===== config.mk =====
export PLATFORM = sky130hd
export DESIGN_NAME = hdlc_nrzi_frame_transmitter_core
export DESIGN_NICKNAME = d
export VERILOG_FILES = /design/src/rtl/hnft_pkg.sv /design/src/rtl/hnft_byte_enc.sv /design/src/rtl/hdlc_nrzi_frame_transmitter_core.sv
export SDC_FILE = /design/constraint.sdc
export NUM_CORES = 1
export LEC_CHECK = 0
export ABC_CLOCK_PERIOD_IN_PS = 28800
export BUFFER_PORTS_ARGS = -buffer_cell sky130_fd_sc_hd__buf_2
export CAP_MARGIN = 20
export CELL_PAD_IN_SITES_DETAIL_PLACEMENT = 0
export CELL_PAD_IN_SITES_GLOBAL_PLACEMENT = 1
export CORE_MARGIN = 5
export CORE_UTILIZATION = 34
export CTS_BUF_LIST = sky130_fd_sc_hd__clkbuf_4 sky130_fd_sc_hd__clkbuf_8
export CTS_CLUSTER_DIAMETER = 60
export CTS_CLUSTER_SIZE = 25
export DETAILED_ROUTE_END_ITERATION = 6
export PLACE_DENSITY_LB_ADDON = 0.1
export SYNTH_ARGS = -nofsm -noshare
export SYNTH_HDL_FRONTEND = slang
export SYNTH_HIERARCHICAL = 1
export SYNTH_SLANG_ARGS = --single-unit

===== constraint.sdc =====
create_clock -name clk -period 28.8 [get_ports clk]
set_clock_uncertainty 0.2 [all_clocks]
set_input_delay 5.76 -clock clk [delete_from_list [all_inputs] [get_ports clk]]
set_output_delay 5.76 -clock clk [all_outputs]
set_load 0.05 [all_outputs]

===== src/rtl/hnft_pkg.sv =====
`timescale 1ns / 1ps
// Shared types and constants for the HDLC NRZI frame transmitter.
// Used by hnft_byte_enc and hdlc_nrzi_frame_transmitter_core; no dependencies.
package hnft_pkg;

	localparam logic [15:0] CRC_POLY   = 16'h8408;
	localparam logic [15:0] CRC_PRESET = 16'hFFFF;
	localparam logic [7:0]  FLAG_BYTE  = 8'h7E;
	localparam logic [2:0]  STUFF_RUN  = 3'd5;

	typedef enum logic [1:0] {
		FUNC_START = 2'd0,
		FUNC_FLAG  = 2'd1,
		FUNC_DATA  = 2'd2,
		FUNC_END   = 2'd3
	} func_t;

	typedef enum logic [1:0] {
		PH_LOW,
		PH_HIGH,
		PH_FLAG
	} fcs_phase_t;

	typedef struct packed {
		logic        level;
		logic [15:0] crc;
		logic [2:0]  run;
	} line_state_t;

	typedef struct packed {
		logic raw;
		logic crc_on;
	} enc_ctl_t;

endpackage


===== src/rtl/hnft_byte_enc.sv =====
`timescale 1ns / 1ps
// Combinational byte encoder: CRC update, bit stuffing and NRZI coding of one byte.
// Depends on hnft_pkg.
module hnft_byte_enc
	import hnft_pkg::*;
(
	input  logic [7:0]  value,
	input  enc_ctl_t    ctl,
	input  line_state_t st_in,
	output line_state_t st_out,
	output logic [9:0]  bits,
	output logic [3:0]  count
);

	logic        lvl;
	logic [15:0] crc;
	logic [2:0]  run;
	logic [3:0]  pos;
	logic [9:0]  acc;
	logic        b;
	logic        fb;

	always_comb begin
		lvl = st_in.level;
		crc = st_in.crc;
		run = st_in.run;
		pos = '0;
		acc = '0;
		b   = 1'b0;
		fb  = 1'b0;
		for (int k = 0; k < 8; k++) begin
			b = value[k];
			if (ctl.crc_on) begin
				fb  = crc[0] ^ b;
				crc = {1'b0, crc[15:1]} ^ (fb ? CRC_POLY : 16'h0000);
			end
			if (!b) begin
				run = '0;
				lvl = ~lvl;
			end else if (!ctl.raw) begin
				run = run + 3'd1;
				if (run == STUFF_RUN) begin
					acc[pos] = lvl;
					pos      = pos + 4'd1;
					run      = '0;
					lvl      = ~lvl;
				end
			end
			acc[pos] = lvl;
			pos      = pos + 4'd1;
		end
		st_out.level = lvl;
		st_out.crc   = crc;
		st_out.run   = run;
		bits         = acc;
		count        = pos;
	end

endmodule


===== src/rtl/hdlc_nrzi_frame_transmitter_core.sv =====
`timescale 1ns / 1ps
// Top level of the HDLC NRZI frame transmitter: request register, FCS sequencer
// and result register. Depends on hnft_pkg and hnft_byte_enc.
//
// Requests arrive on the in_valid/in_ready channel with func and byte_value.
// A start request resets the line level, CRC and stuffing run and gives no
// result. A flag or data request gives one result; an end request gives three
// (CRC low byte, CRC high byte, closing flag), with last set on the final one.
// Each result carries up to ten NRZI line levels and their count on the
// out_valid/out_ready channel.
// The first result of a request passes through the request register and then
// the result register. One request is taken per cycle while results drain; an
// end request holds the request register until its three results are loaded,
// as the single byte encoder produces one byte of line levels per cycle.
// A stalled receiver holds the result register and back-pressures the input
// through in_ready. Reset empties both registers, sets the level low, the CRC
// to all ones and the run count to zero.
module hdlc_nrzi_frame_transmitter_core
	import hnft_pkg::*;
(
	input  logic       clk,
	input  logic       arst_n,
	input  logic       in_valid,
	output logic       in_ready,
	input  logic [1:0] func,
	input  logic [7:0] byte_value,
	output logic       out_valid,
	input  logic       out_ready,
	output logic [9:0] line_bits,
	output logic [3:0] bit_count,
	output logic       last
);

	logic        valid_s1;
	func_t       func_s1;
	logic [7:0]  byte_s1;
	fcs_phase_t  phase_q;
	fcs_phase_t  phase_d;
	line_state_t st_q;
	line_state_t enc_st_in;
	line_state_t enc_st_out;
	enc_ctl_t    enc_ctl;
	logic [7:0]  enc_value;
	logic [9:0]  enc_bits;
	logic [3:0]  enc_count;
	logic        enc_last;
	logic        out_load;
	logic        done_s1;
	logic        out_valid_q;
	logic [9:0]  line_bits_q;
	logic [3:0]  bit_count_q;
	logic        last_q;

	assign out_load = valid_s1 && (func_s1 != FUNC_START) && (!out_valid_q || out_ready);
	assign enc_last = (func_s1 != FUNC_END) || (phase_q == PH_FLAG);
	assign done_s1  = valid_s1 && ((func_s1 == FUNC_START) || (out_load && enc_last));
	assign in_ready = !valid_s1 || done_s1;

	always_comb begin
		enc_st_in = st_q;
		enc_value = byte_s1;
		enc_ctl   = '{raw: 1'b0, crc_on: 1'b0};
		unique case (func_s1)
			FUNC_START: begin
			end
			FUNC_FLAG: begin
				enc_ctl.raw = 1'b1;
			end
			FUNC_DATA: begin
				enc_ctl.crc_on = 1'b1;
			end
			FUNC_END: begin
				unique case (phase_q)
					PH_LOW: begin
						enc_st_in.crc = ~st_q.crc;
						enc_value     = ~st_q.crc[7:0];
					end
					PH_HIGH: begin
						enc_value = st_q.crc[15:8];
					end
					PH_FLAG: begin
						enc_value   = FLAG_BYTE;
						enc_ctl.raw = 1'b1;
					end
					default: begin
					end
				endcase
			end
			default: begin
			end
		endcase
	end

	hnft_byte_enc u_enc (
		.value  (enc_value),
		.ctl    (enc_ctl),
		.st_in  (enc_st_in),
		.st_out (enc_st_out),
		.bits   (enc_bits),
		.count  (enc_count)
	);

	always_comb begin
		phase_d = phase_q;
		if (out_load && (func_s1 == FUNC_END)) begin
			unique case (phase_q)
				PH_LOW:  phase_d = PH_HIGH;
				PH_HIGH: phase_d = PH_FLAG;
				PH_FLAG: phase_d = PH_LOW;
				default: phase_d = PH_LOW;
			endcase
		end
	end

	always_ff @(posedge clk or negedge arst_n) begin
		if (!arst_n) begin
			phase_q <= PH_LOW;
		end else begin
			phase_q <= phase_d;
		end
	end

	always_ff @(posedge clk or negedge arst_n) begin
		if (!arst_n) begin
			valid_s1 <= 1'b0;
		end else if (in_ready) begin
			valid_s1 <= in_valid;
		end
	end

	always_ff @(posedge clk) begin
		if (in_ready && in_valid) begin
			func_s1 <= func_t'(func);
			byte_s1 <= byte_value;
		end
	end

	always_ff @(posedge clk or negedge arst_n) begin
		if (!arst_n) begin
			st_q <= '{level: 1'b0, crc: CRC_PRESET, run: 3'd0};
		end else if (valid_s1 && (func_s1 == FUNC_START)) begin
			st_q <= '{level: 1'b0, crc: CRC_PRESET, run: 3'd0};
		end else if (out_load) begin
			st_q <= enc_st_out;
		end
	end

	always_ff @(posedge clk or negedge arst_n) begin
		if (!arst_n) begin
			out_valid_q <= 1'b0;
		end else if (out_load) begin
			out_valid_q <= 1'b1;
		end else if (out_ready) begin
			out_valid_q <= 1'b0;
		end
	end

	always_ff @(posedge clk) begin
		if (out_load) begin
			line_bits_q <= enc_bits;
			bit_count_q <= enc_count;
			last_q      <= enc_last;
		end
	end

	assign out_valid = out_valid_q;
	assign line_bits = line_bits_q;
	assign bit_count = bit_count_q;
	assign last      = last_q;

endmodule


==> impl_metrics.prom <==
# TYPE chip_impl_metric gauge
chip_impl_metric{name="diodes",unit=""} 0
chip_impl_metric{name="route.vias.total",unit=""} 6834
chip_impl_info{name="highest_layer",value="met4"} 1
chip_impl_metric{name="vias_cell",unit=""} 5.485
chip_impl_metric{name="max_clock_freq",unit="MHz"} 78.65
chip_impl_metric{name="synth-edff-count",unit=""} 25
chip_impl_metric{name="routabilityCongestion",unit=""} 0.8310
chip_impl_metric{name="drc_errors",unit=""} 0
chip_impl_metric{name="postSynthRegisterBits",unit=""} 49
chip_impl_metric{name="met3WireLength",unit="um"} 494
chip_impl_metric{name="fillCellCount",unit=""} 2380
chip_impl_metric{name="post_synth_inst_count",unit=""} 958
chip_impl_metric{name="detail-route-antenna-nets",unit=""} 0
chip_impl_metric{name="chipHeight",unit="um"} 160.6
chip_impl_metric{name="ys_async_sr_fraction",unit="%"} 48.98
chip_impl_metric{name="m1_wl",unit="um"} 10810
chip_impl_metric{name="io_buffers",unit=""} 30
chip_impl_metric{name="post_cts_resized",unit=""} 0
chip_impl_metric{name="mappedNetlistArea",unit="sq mm"} 0.007716
chip_impl_metric{name="synthesis.area_per_instance",unit="sq um"} 8.054
chip_impl_metric{name="number_of_cell_instances_on_the_worst_register_to_register_path",unit=""} 53
chip_impl_metric{name="h-tree-depth",unit=""} 2
chip_impl_metric{name="worst_ep_required_time",unit="ns"} 22.84
chip_impl_info{name="clk_root_buffer_cell",value="clkbuf_8"} 1
chip_impl_info{name="setup.worst_path.start_class",value="primary input"} 1
chip_impl_metric{name="layout-area-overhead-vs-synth",unit="%"} 6.308
chip_impl_metric{name="routed_wl",unit="um"} 21940
chip_impl_metric{name="final-max-slew-violation-count",unit=""} 0
chip_impl_metric{name="min_delay_path_depth",unit=""} 2
chip_impl_metric{name="final-setup-viol-count",unit=""} 0
chip_impl_metric{name="relSlewSlack",unit="%"} 33.56
chip_impl_info{name="synth_largest_area_cell",value="ha_1"} 1
chip_impl_info{name="setup.worst_path.class",value="primary input to primary output"} 1
chip_impl_info{name="synth_ff_type",value="edfxtp_1"} 1
chip_impl_metric{name="cts_num_sinks",unit=""} 49
chip_impl_metric{name="die_area",unit="sq mm"} 0.02581
chip_impl_metric{name="core_area",unit="sq mm"} 0.02250
chip_impl_metric{name="post-cts-setup-buffer-count",unit=""} 0
chip_impl_metric{name="area.sequential",unit="sq mm"} 0.001371
chip_impl_metric{name="grt_overflow_total",unit=""} 0
chip_impl_metric{name="drt-wirelength-per-cell",unit="um"} 17.61
chip_impl_metric{name="final_nets",unit=""} 1035
chip_impl_metric{name="worstMarginPinSlew",unit="ns"} 0.9689
chip_impl_metric{name="drive_above_1_share",unit="%"} 15.50
chip_impl_info{name="worstSetupEndpointType",value="primary output"} 1
chip_impl_metric{name="critical_path_arrival",unit="ns"} 6.75
chip_impl_metric{name="cts_hold_repair.buffers",unit=""} 0
chip_impl_metric{name="synthesized_net_count",unit=""} 1033
chip_impl_metric{name="layout.cell_area.non_filler",unit="sq mm"} 0.008203
chip_impl_info{name="ys_top_cells_by_count",value="87 x nor2_1, 80 x nand2_1, 62 x inv_1"} 1
chip_impl_metric{name="die_width",unit="um"} 160.6
chip_impl_info{name="run_status",value="finished, final reports clean"} 1
chip_impl_info{name="yosysMostFrequentCell",value="nor2_1"} 1
chip_impl_metric{name="finalWorstPathRequiredPeriod",unit="ns"} 12.71
chip_impl_metric{name="fin_tns_setup",unit="ns"} 0
chip_impl_metric{name="top_level_ports",unit=""} 31
chip_impl_metric{name="maximum_number_of_pins_on_one_net_before_global_route_repair",unit=""} 38
chip_impl_metric{name="global_route.usage.total",unit="%"} 16.71
chip_impl_metric{name="firstDrtPassIters",unit=""} 5
chip_impl_metric{name="detailed_place_hpwl",unit="um"} 17160
chip_impl_metric{name="ys_seq_area_share",unit="%"} 17.77
chip_impl_info{name="yosys-top-cells-area",value="ha_1 9.9%, edfxtp_1 9.7%, dfstp_2 5.4%, xnor2_1 5.3%, mux2i_1 4.7%"} 1
chip_impl_metric{name="vias_in_the_first_global_route",unit=""} 6633
chip_impl_metric{name="multiInputGateArea",unit="sq mm"} 0.005842
chip_impl_metric{name="drtIter0Drc",unit=""} 384
chip_impl_metric{name="place_area",unit="sq mm"} 0.008080
chip_impl_metric{name="max-cap-violations",unit=""} 0
chip_impl_metric{name="period_share",unit="%"} 44.15
chip_impl_metric{name="wl_met2",unit="um"} 10170
chip_impl_metric{name="initial_antenna_violation_count",unit=""} 0
chip_impl_metric{name="grt_pass1_wl",unit="um"} 35990
chip_impl_info{name="hold_path.class",value="flop to flop"} 1
chip_impl_metric{name="worst_slack",unit="ns"} 16.09
chip_impl_metric{name="clk_latency",unit="ns"} 0.31
chip_impl_info{name="rsz0062_at_grt",value="false"} 1
chip_impl_metric{name="initial_core_util",unit="%"} 34.29
chip_impl_metric{name="rows",unit=""} 55
chip_impl_metric{name="cts-root-to-sink-buffers",unit=""} 2
chip_impl_metric{name="yosysTopAreaCellShare",unit="%"} 9.891
chip_impl_metric{name="timing_hold_violations_final",unit=""} 0
chip_impl_metric{name="worst-path-max-fanout",unit=""} 18
chip_impl_metric{name="netlist-cell-type-count",unit=""} 102
chip_impl_info{name="tritoncts",value="done"} 1
chip_impl_metric{name="clk_pin_slew_worst_paths",unit="ns"} 0.09
chip_impl_metric{name="ys.warnings.count",unit=""} 6
chip_impl_metric{name="cts-buffers-inserted",unit=""} 5
chip_impl_metric{name="post-place-ws",unit="ns"} 16.10
chip_impl_metric{name="finish.utilization",unit="%"} 36.45
==> sequential cells by signal, summed over array words and instances (netlist names) <==
signal,count
st_q,16
line_bits,10
byte_s1,8
bit_count,4
enc_st_in,4
func_s1,2
phase_q,2
last,1
out_valid,1
valid_s1,1
==> area by class of cell <==
type | count | area share [%]
multi-input combinational | 792 | 71.22
clock inverter | 2 | 0.4728
timing repair buffer | 44 | 3.112
inverter | 68 | 3.203
sequential | 49 | 16.72
clock buffer | 6 | 0.9304
tap | 285 | 4.347
==> critical path, stage by stage <==
cell      delay, ns
buf_2          0.09
nor2b_1        0.04
buf_4          0.20
a31oi_1        0.25
nand2b_1       0.15
buf_2          0.26
==> layer usage <==
metal | track usage (%) | vias to the layer above
li1 | - | 3476
met1 | 23.96 | 3215
met2 | 27.49 | 116
met3 | 1.360 | 27
met4 | 3.559 | 0
met5 | 0 | -
==> final timing paths <==
| path | startpoint | slack, ns | endpoint |
|---|---|---|---|
| setup / recovery | out_ready | 16.09 | in_ready |
| hold / removal | st_q[7]$_DFFE_PN1P_ | 0.31 | st_q[7]$_DFFE_PN1P_ |
| setup reg to reg | phase_q[0]$_DFFE_PN0P_ | 16.33 | line_bits[8]$_DFFE_PP_ |
| hold reg to reg | st_q[7]$_DFFE_PN1P_ | 0.31 | st_q[7]$_DFFE_PN1P_ |
| max in group asynchronous | arst_n | 22.75 | enc_st_in[2]$_DFFE_PN0P_ |
| min in group asynchronous | arst_n | 5.26 | phase_q[0]$_DFFE_PN0P_ |
==> layout by cell type (no fill, tap or decap), drive strengths merged, types with 41 or more instances in the layout <==
cell,netlist,layout
o21ai,43,43
inv,67,68
buf,24,44
ha,61,61
nand3,43,43
nor2,87,87
a21oi,53,53
nand2,82,82
xnor2,58,58
nor3,41,41
==> stage by stage <==
stage                     hold slack, ns  std cells
after CTS                         0.3150       1245
after global placement            0.3021       1237
after floorplan                   0.2804        958
final                             0.3134       1246
after detailed placement          0.2989       1237
after global routing              0.3324       1246
==> cell families (layout without fill, tap and decap cells) <==
group	count (synthesis)	count (layout)	synth area share (%)
DFF	49	49	17.77
adders and majority gates	62	62	10.02
xor gates and xnor gates	78	78	10.80
buffers and inverters	117	120	6.664
muxes	62	62	8.724
and+or+nand+nor	355	355	23.59
AOI/OAI and AO/OA	235	235	22.43
Power is not shown: default switching activity piles up to over one toggle a cycle in this logic, so the estimate is an artifact.
